<file path="src/design/foes_pkg.sv">
// Package for the frame ordered event scheduler: word types, command and
// status codes, default sizes. No dependencies.
package foes_pkg;

    localparam int FRAME_W   = 22;
    localparam int CAPACITY  = 32;
    localparam int MAX_OUT   = 32;
    localparam int NOUT_W    = $clog2(MAX_OUT + 1);

    localparam logic [1:0] CMD_SCHEDULE = 2'd0;
    localparam logic [1:0] CMD_EXECUTE  = 2'd1;
    localparam logic [1:0] CMD_CLEAR    = 2'd2;

    localparam logic [2:0] ST_DUE       = 3'd0;
    localparam logic [2:0] ST_SCHEDULED = 3'd1;
    localparam logic [2:0] ST_DROPPED   = 3'd2;
    localparam logic [2:0] ST_NOTHING   = 3'd3;
    localparam logic [2:0] ST_CLEARED   = 3'd4;

    typedef struct packed {
        logic [1:0]         command;
        logic [FRAME_W-1:0] frame_number;
        logic [2:0]         timeslot;
        logic [15:0]        message_handle;
        logic [3:0]         handler_id;
    } t_in;

    typedef struct packed {
        logic [2:0]         status;
        logic [FRAME_W-1:0] event_frame;
        logic [2:0]         event_timeslot;
        logic [15:0]        event_message;
        logic [3:0]         event_handler;
        logic               last;
    } t_out;

    typedef struct packed {
        logic [FRAME_W-1:0] frame;
        logic [2:0]         slot;
        logic [15:0]        msg;
        logic [3:0]         handler;
    } t_entry;

    localparam int ENTRY_W = $bits(t_entry);

endpackage

</file>
<file path="src/design/foes_ram.sv">
// Generic single write port RAM with one registered read port.
// No dependencies.
module foes_ram #(
    parameter int WIDTH = 8,
    parameter int DEPTH = 16
) (
    input  logic                     i_clk,
    input  logic                     i_we,
    input  logic [$clog2(DEPTH)-1:0] i_waddr,
    input  logic [WIDTH-1:0]         i_wdata,
    input  logic [$clog2(DEPTH)-1:0] i_raddr,
    output logic [WIDTH-1:0]         o_rdata
);
    logic [WIDTH-1:0] r_mem [DEPTH];
    logic [WIDTH-1:0] r_q;

    always_ff @(posedge i_clk) begin
        if (i_we) begin
            r_mem[i_waddr] <= i_wdata;
        end
        r_q <= r_mem[i_raddr];
    end

    assign o_rdata = r_q;
endmodule

</file>
<file path="src/design/frame_ordered_event_scheduler_top.sv">
// Frame ordered event scheduler: sorted event store in one RAM, walked by a
// small sequencer. Depends on foes_pkg and foes_ram.
//
// Usage:
//   A command word is taken at a rising edge with start high and busy low.
//   Results leave on o_out, one word per cycle in which o_strobe is high;
//   the receiver cannot stall, every strobed word is taken. The final word
//   of a command has last set. Command 3 gives no word.
// Command flow:
//   clear, full schedule: one word the cycle after acceptance; busy stays low.
//   schedule: the insert walks back from the tail, a read (SRD) and a
//     shift (SEV) per entry shifted; the word comes out as busy falls.
//   execute: every entry is read and either emitted or compacted, a read
//     (XRD) and an evaluate (XEV) step per entry through the single RAM
//     read port, then a closing XRD. Due words come out during the walk, the
//     last one (or a nothing due word) at its end.
// Reset clears the entry count, the last executed frame and the sequencer;
// the RAM contents need no reset.
module frame_ordered_event_scheduler_top #(
    parameter int CAPACITY = foes_pkg::CAPACITY
) (
    input  logic            i_clk,
    input  logic            i_rst_n,
    input  logic            start,
    input  foes_pkg::t_in   i_in,
    output logic            busy,
    output logic            o_strobe,
    output foes_pkg::t_out  o_out
);
    localparam int AW = $clog2(CAPACITY);
    localparam int CW = $clog2(CAPACITY + 1);
    localparam int NW = foes_pkg::NOUT_W;

    localparam logic [2:0] S_IDLE = 3'd0;
    localparam logic [2:0] S_SRD  = 3'd1;
    localparam logic [2:0] S_SEV  = 3'd2;
    localparam logic [2:0] S_XRD  = 3'd3;
    localparam logic [2:0] S_XEV  = 3'd4;

    logic [2:0]                    r_state, n_state;
    logic [CW-1:0]                 r_cnt, n_cnt;
    logic [CW-1:0]                 r_idx, n_idx;
    logic [CW-1:0]                 r_keep, n_keep;
    logic [NW-1:0]                 r_nout, n_nout;
    logic [foes_pkg::FRAME_W-1:0]  r_last_fr, n_last_fr;
    logic [foes_pkg::FRAME_W-1:0]  r_now, n_now;
    logic                          r_wrap, n_wrap;
    foes_pkg::t_entry              r_new, n_new;
    foes_pkg::t_entry              r_pend, n_pend;
    logic                          r_pend_v, n_pend_v;
    logic                          r_strobe, n_strobe;
    foes_pkg::t_out                r_out, n_out;

    logic                          we;
    logic [AW-1:0]                 waddr, raddr;
    foes_pkg::t_entry              wdata, q;
    logic [foes_pkg::ENTRY_W-1:0]  q_raw;
    logic [CW-1:0]                 idx_m1;
    logic                          due;

    assign idx_m1 = r_idx - CW'(1);
    assign raddr  = (r_state == S_SRD) ? idx_m1[AW-1:0] : r_idx[AW-1:0];
    assign q      = foes_pkg::t_entry'(q_raw);
    assign due    = (q.frame <= r_now) || (r_wrap && (q.frame > r_last_fr));

    foes_ram #(
        .WIDTH (foes_pkg::ENTRY_W),
        .DEPTH (CAPACITY)
    ) u_ram (
        .i_clk   (i_clk),
        .i_we    (we),
        .i_waddr (waddr),
        .i_wdata (wdata),
        .i_raddr (raddr),
        .o_rdata (q_raw)
    );

    always_comb begin
        n_state   = r_state;
        n_cnt     = r_cnt;
        n_idx     = r_idx;
        n_keep    = r_keep;
        n_nout    = r_nout;
        n_last_fr = r_last_fr;
        n_now     = r_now;
        n_wrap    = r_wrap;
        n_new     = r_new;
        n_pend    = r_pend;
        n_pend_v  = r_pend_v;
        n_strobe  = 1'b0;
        n_out     = '0;
        n_out.last = 1'b1;
        we        = 1'b0;
        waddr     = r_idx[AW-1:0];
        wdata     = r_new;

        case (r_state)
            S_IDLE: begin
                if (start) begin
                    case (i_in.command)
                        foes_pkg::CMD_SCHEDULE: begin
                            if (r_cnt == CW'(CAPACITY)) begin
                                n_strobe     = 1'b1;
                                n_out.status = foes_pkg::ST_DROPPED;
                            end else begin
                                n_new.frame   = i_in.frame_number;
                                n_new.slot    = i_in.timeslot;
                                n_new.msg     = i_in.message_handle;
                                n_new.handler = i_in.handler_id;
                                n_idx         = r_cnt;
                                n_state       = S_SRD;
                            end
                        end
                        foes_pkg::CMD_EXECUTE: begin
                            n_now    = i_in.frame_number;
                            n_wrap   = i_in.frame_number < r_last_fr;
                            n_idx    = '0;
                            n_keep   = '0;
                            n_nout   = '0;
                            n_pend_v = 1'b0;
                            n_state  = S_XRD;
                        end
                        foes_pkg::CMD_CLEAR: begin
                            n_cnt        = '0;
                            n_strobe     = 1'b1;
                            n_out.status = foes_pkg::ST_CLEARED;
                        end
                        default: begin
                        end
                    endcase
                end
            end
            S_SRD: begin
                if (r_idx == '0) begin
                    we           = 1'b1;
                    n_cnt        = r_cnt + CW'(1);
                    n_strobe     = 1'b1;
                    n_out.status = foes_pkg::ST_SCHEDULED;
                    n_state      = S_IDLE;
                end else begin
                    n_state = S_SEV;
                end
            end
            S_SEV: begin
                we = 1'b1;
                if (q.frame <= r_new.frame) begin
                    n_cnt        = r_cnt + CW'(1);
                    n_strobe     = 1'b1;
                    n_out.status = foes_pkg::ST_SCHEDULED;
                    n_state      = S_IDLE;
                end else begin
                    wdata   = q;
                    n_idx   = idx_m1;
                    n_state = S_SRD;
                end
            end
            S_XRD: begin
                if (r_idx == r_cnt) begin
                    n_cnt     = r_keep;
                    n_last_fr = r_now;
                    n_strobe  = 1'b1;
                    n_state   = S_IDLE;
                    if (r_pend_v) begin
                        n_out.status         = foes_pkg::ST_DUE;
                        n_out.event_frame    = r_pend.frame;
                        n_out.event_timeslot = r_pend.slot;
                        n_out.event_message  = r_pend.msg;
                        n_out.event_handler  = r_pend.handler;
                    end else begin
                        n_out.status = foes_pkg::ST_NOTHING;
                    end
                end else begin
                    n_state = S_XEV;
                end
            end
            S_XEV: begin
                if (due && (r_nout < NW'(foes_pkg::MAX_OUT))) begin
                    if (r_pend_v) begin
                        n_strobe             = 1'b1;
                        n_out.status         = foes_pkg::ST_DUE;
                        n_out.event_frame    = r_pend.frame;
                        n_out.event_timeslot = r_pend.slot;
                        n_out.event_message  = r_pend.msg;
                        n_out.event_handler  = r_pend.handler;
                        n_out.last           = 1'b0;
                    end
                    n_pend   = q;
                    n_pend_v = 1'b1;
                    n_nout   = r_nout + NW'(1);
                end else begin
                    we     = 1'b1;
                    waddr  = r_keep[AW-1:0];
                    wdata  = q;
                    n_keep = r_keep + CW'(1);
                end
                n_idx   = r_idx + CW'(1);
                n_state = S_XRD;
            end
            default: begin
                n_state = S_IDLE;
            end
        endcase
    end

    always_ff @(posedge i_clk) begin
        if (!i_rst_n) begin
            r_state   <= S_IDLE;
            r_cnt     <= '0;
            r_last_fr <= '0;
            r_strobe  <= 1'b0;
            r_pend_v  <= 1'b0;
        end else begin
            r_state   <= n_state;
            r_cnt     <= n_cnt;
            r_last_fr <= n_last_fr;
            r_strobe  <= n_strobe;
            r_pend_v  <= n_pend_v;
        end
        r_idx  <= n_idx;
        r_keep <= n_keep;
        r_nout <= n_nout;
        r_now  <= n_now;
        r_wrap <= n_wrap;
        r_new  <= n_new;
        r_pend <= n_pend;
        r_out  <= n_out;
    end

    assign busy     = (r_state != S_IDLE);
    assign o_strobe = r_strobe;
    assign o_out    = r_out;
endmodule

</file>
<file path="config.mk">
export PLATFORM = sky130hd
export DESIGN_NAME = frame_ordered_event_scheduler_top
export DESIGN_NICKNAME = d
export VERILOG_FILES = /design/src/design/foes_pkg.sv /design/src/design/foes_ram.sv /design/src/design/frame_ordered_event_scheduler_top.sv
export SDC_FILE = /design/constraint.sdc
export NUM_CORES = 2
export LEC_CHECK = 0
export ABC_AREA = 1
export BUFFER_PORTS_ARGS = -buffer_cell sky130_fd_sc_hd__buf_2
export CORE_MARGIN = 3
export CORE_UTILIZATION = 55
export CTS_CLUSTER_DIAMETER = 80
export DETAILED_ROUTE_END_ITERATION = 10
export PLACE_DENSITY = 0.82
export SETUP_SLACK_MARGIN = 0.3
export SYNTH_ARGS = -nofsm -noshare
export SYNTH_HDL_FRONTEND = slang
export SYNTH_HIERARCHICAL = 1
export SYNTH_SLANG_ARGS = --single-unit
</file>
<file path="constraint.sdc">
create_clock -name i_clk -period 22.6 [get_ports i_clk]
set_clock_uncertainty 0.05 [all_clocks]
set_input_delay 6.78 -clock i_clk [delete_from_list [all_inputs] [get_ports i_clk]]
set_output_delay 6.78 -clock i_clk [all_outputs]
set_load 0.01 [all_outputs]
</file>
== Yosys cells after proc, flatten, opt, wreduce, memory -nomap -nowiden ==
Memory sizes are Yosys's and may differ from the RTL's. A register that Yosys moved wholly into a read port is not among the register bits.
Index checks and enable logic that the tools add are counted.
Storage, ports and cells
  bits in registers: 213
  bits in writable memories: 1440
  bits of input ports: 50
  output and inout port bits: 51
  word-level logic and storage cells: 133
  memories: 1
Operators by class
  add/sub/neg operators: 5
  order comparisons: 5
  equal/unequal tests: 19
  multiplexer cells: 59
  bitwise logic cells: 1
  reductions and logical operators: 19
Memories
  u_ram.r_mem: depth 32, bits a word 45, rd ports 1, clocked after memory_dff 1, write ports 1, RTL line foes_ram.sv:14  | logic [WIDTH-1:0] r_mem [DEPTH];
Operators with widths (number)
  45-bit one-hot mux with 2 select lines: 2
  45-bit 2-to-1 mux: 3
  6-bit 2-to-1 mux: 12
  49-bit 2-to-1 mux: 1
  47-bit 2-to-1 mux: 1
  46-bit 2-to-1 mux: 1
  22-bit <= comparator: 2
  6-bit one-hot mux with 2 select lines: 3
  3-bit one-hot mux with 5 select lines: 2
  6-bit by 1-bit adder with 6-bit output, second input constant: 4
  6-bit one-hot mux with 4 select lines: 1
  22-bit > comparator: 1
  22-bit < comparator: 1
  6-bit one-hot mux with 3 select lines: 1
  1-bit 2-to-1 mux: 16
  5-bit 2-to-1 mux: 3
  3-bit 2-to-1 mux: 4
  2-bit != test, second input constant: 6
  3-bit one-hot mux with 2 select lines: 2
  4-bit AND reduction: 3
  3-bit by 2-bit == test with 1-bit output, second input constant: 2
  6-bit == test: 1
  6-bit == test, second input constant: 1
  6-bit logical NOT: 1
  25 further kinds: 34

== Logic depth before layout (Yosys ltp) ==
  word-level depth: 8
  mapped depth: 20
  gate-level depth less buffers: 20

== Cells and area by module ==
The synthesis kept the hierarchy.
By module, submodules not included
  foes_ram: times used 1, cells each 4949, area an instance 59504.6 um^2, sequential area each 44142.3 um^2
  frame_ordered_event_scheduler_top: times used 1, cells each 1118, area an instance 10451.3 um^2, sequential area each 5575.3 um^2

== Worst setup path after synthesis ==
No wires, ideal clock.
  path kind: input port to flip-flop
  from: input port i_in[46] in the netlist's numbering
  to: register r_new[0] in the netlist's numbering, enable pin
  library setup time: 0.560 ns
  data arrival time: 11.237 ns
  required time: 21.990 ns
  slack: 10.753 ns
  stages on the path: 3
  path buffers: 0
  cells stage by stage: inv_1 -> nand2_1 -> nor4_1
On the way
  longest elaborated chain between the ends: 2
RTL lines
  from (decl): RTL line frame_ordered_event_scheduler_top.sv:25  | input foes_pkg::t_in i_in,
  2-bit logical NOT: RTL line frame_ordered_event_scheduler_top.sv:100  | case (i_in.command)
  4-bit AND reduction (no source line)
  to (signal assigned): RTL line frame_ordered_event_scheduler_top.sv:224  | r_new <= n_new;
  to (decl): RTL line frame_ordered_event_scheduler_top.sv:48  | foes_pkg::t_entry r_new, n_new;
Every way passes these cells.
A chain may end at the register's enable or synchronous reset.

== Final worst setup path ==
  from: register r_state[1]
  to: output port busy
On the way
  longest elaborated chain between the ends: 1
RTL lines
  from (decl): RTL line frame_ordered_event_scheduler_top.sv:40  | logic [2:0] r_state, n_state;
  from (signal assigned): RTL line frame_ordered_event_scheduler_top.sv:213  | r_state <= n_state;
  3-bit nonzero test: RTL line frame_ordered_event_scheduler_top.sv:229  | assign busy = (r_state != S_IDLE);
  to (decl): RTL line frame_ordered_event_scheduler_top.sv:26  | output logic busy,
Every way passes these cells.

==> results.ini <==
[hold_path]
hp-class = flop to flop
hold_depth = 0
hp-start = u_ram/o_rdata[9]$_DFF_P_
min_to = r_pend[9]$_DFFE_PP_

[cts]
clockBufferDepth = 3
ctsHtreeMaxLevel = 4
clk_pin_slew_ns = 0.07
cts_setup_buffers = 0
cts_hold_buffers = 0
cts_tree = built
numCtsBuffers = 166
cts.sinks = 1698
insertion_delay_ns = 0.82
ctsResizeCount = 0
clockRootBuffer = clkbuf_16

[floorplan]
fp.dieH_um = 362.6
die-area_um2 = 131500
ios = 101
placementRows = 130
die_x_um = 362.6
core_area_um2 = 125900
start_util_pct = 55.57

[synthesis]
synth_cells = 6067
synth.area.top_cells = edfxtp_1 (67%), nand2_1 (12%), nand3_1 (8.3%), dfxtp_1 (3.6%), ha_1 (1.7%)
yosysTopAreaCell = edfxtp_1
synth_top_family_by_area = simple AND/OR/NAND/NOR gates
synth_nets = 6210
synth-xor-area-share_pct = 0.07512
synthArstFlopShare_pct = 0
yosysSeqAreaShare_pct = 71.07
synth.area.mux_share_pct = 0
synthSimpleGateAreaFrac_pct = 21.83
synthTopCellsByCount = nand2_1 (2302), edfxtp_1 (1571), nand3_1 (1165)
netlist.area_leader.share_pct = 67.44
syn_avg_cell_area_um2 = 11.53
synth_most_common_cell = nand2_1
synth-edff-count = 1571
yosys_warnings = 6
synth.distinct_cells = 52
synth_fa_ha_area_share_pct = 1.663
synthFlopType = edfxtp_1
syn_area_um2 = 69960
ys_seq_elements = 1698
synth-compound-area-share_pct = 1.189

[sta]
clock.fmax_mhz = 114.5
period_share_pct = 38.65
finalWorstSetupSlack_ns = 13.87
period_needed_ns = 8.735
maxSlewViolCount = 0
rsz0062_at_grt = no
setup_violations = 0
hold_violations = 0
tightest_slew_ns = 1.286
max-slew-margin-rel_pct = 14.29
fin_setup_tns_ns = 0

[placed_design]
placed_cell_area_um2 = 71050
portBuffers = 100
place_congestion = 0.8788
dp.cells = 7546
hpwl_mm = 92.47
place_ws_ns = 13.78

[drt]
routed_wl_mm = 188.3
ant_nets = 0
vias = 48420
wl_per_cell_um = 23.95
drt_iter0_drc = 8187
vias_per_cell = 6.161
first_pass_iters = 8
drc = 0

[final_layout]
final_cells = 7859
fin_nets = 6207
drive_above_1_share_pct = 7.718
n_fill_cell = 8985
post-route-util_pct = 60.81
area_growth_pct = 9.445
design_area_um2 = 76560

[global_routing]
grt_max_degree = 355
antenna_found_initial = 2
grt_pass1_wl_mm = 278.5
grt_usage_pct = 28.05
overflow = 0
grt_pass1_vias = 46300

[setup_path]
path_cells = inv_1 > nand2_1 > nor2_1 > inv_1 > buf_2
startpoint = r_state[1]$_SDFFE_PN0P_
path_buf_inv = 3
critPathRequiredTime_ns = 15.77
r2r-start = r_now[21]$_DFFE_PP_
cp-end-kind = output port
cpPeakStageDelay_ns = 0.31
crit_type = flop to output port
worstPathArrival_ns = 1.91
cpMaxStageDelayCell = dfxtp_1
path_max_fanout = 5
worst_setup_path_start_kind = flop
critPathTopFamily = buffers and inverters
rr_worst_depth = 17
rrSetupSlack_ns = 17.16
crit_path_frequent_cell = inv_1
r2r-end = u_ram/r_mem[18][12]$_DFFE_PP_

[power]
p_leak_nw = 28.56
peakVddDrop_mv = 0.08209
power_density_nw_per_um2 = 99.81

[outcome]
outcome = finished clean

[run]
max_cap_viol_count = 0

-- how the worst max path moves through the flow --
stage / end / slack [ns] / depth (start not counted)
floorplan: r_new[0]$_DFFE_PP_ / 10.75 / 3
global placement: r_now[2]$_DFFE_PP_ / 13.82 / 7
detailed placement: r_now[2]$_DFFE_PP_ / 13.78 / 7
CTS: busy / 13.85 / 5
global route: busy / 13.73 / 5
finish: busy / 13.87 / 5
-- layout make-up --
cell class	count	area, µm²	area share [%]
Clock buffer	230	4639	6.060
Clock inverter	80	864.6	1.129
Multi-Input combinational cell	3885	17630	23.03
Inverter	145	590.6	0.7713
Tap cell	1650	2064	2.696
Antenna cell	3	7.507	0.009805
Sequential cell	1698	49720	64.94
Timing Repair Buffer	168	1049	1.369
-- sequential cells by signal, summed over array words and instances, names as in the netlist --
name           cells
r_state            3
u_ram/o_rdata     45
r_pend_v           1
u_ram/r_mem     1440
r_last_fr         22
r_keep             6
o_out             49
r_nout             6
o_strobe           1
r_idx              6
r_new             45
r_now             22
r_pend            45
r_cnt              6
r_wrap             1
-- layer usage --
layer  GRT usage, %  vias to the layer above  part of all wire [%]
met2          44.20                     3871                    46
met5              0                        -                     0
met1          37.00                    22890                    35
met3          7.033                      669                    15
met4          12.81                        0                   4.8
li1               -                    20990                     -
-- metrics by stage --
step	total power, mW	hold slack [ns]
3_5_place_dp	4.897	0.3769
4_1_cts	7.614	0.3722
3_3_place_gp	4.851	0.3720
6_report	7.642	0.3590
2_1_floorplan	4.588	0.3572
5_1_grt	7.905	0.3698
-- placed cells by master (no fill, tap or decap), drive strengths merged --
cell type     n
and2          1
o211ai        6
a22oi         2
a211oi        1
o2111ai       1
or3           1
dfxtp       127
clkbuf      230
o21bai        2
and3          1
inv         152
buf         168
a21boi        1
o221ai        4
o22ai         1
a21o          3
nor3         11
or2           3
clkinv       66
nor2        130
nor3b         1
nand4         9
nand3      1168
xnor2         1
ha           93
nand3b        1
bufinv        7
edfxtp     1571
a21oi        75
diode         3
nor4          6
nand2      2305
o21a          1
xor2          5
o21ai        49
a32oi         3
-- cell families after synthesis --
family,Yosys count
xor gates and xnor gates,6
and+or+nand+nor,3637
adders and majority gates,93
buffers and inverters,484
DFF,1698
AOI/OAI and AO/OA,149
-- worst reg2reg max path, delay by kind of cell, from the launching register on --
family                   cells  cell delay, ns
AO/OA/AOI/OAI                1            0.43
adder cells (fa/ha/maj)      1            0.32
buffers and inverters        2            0.90
flip-flops                   1            0.39
AND/OR/NAND/NOR             13            2.91
-- power by group --
group,internal (mW),switching [mW]
Clock,1.54,1.21
Sequential,3.52,0.0831
Combinational,0.355,0.931
Power figures use the tool's default switching activity.
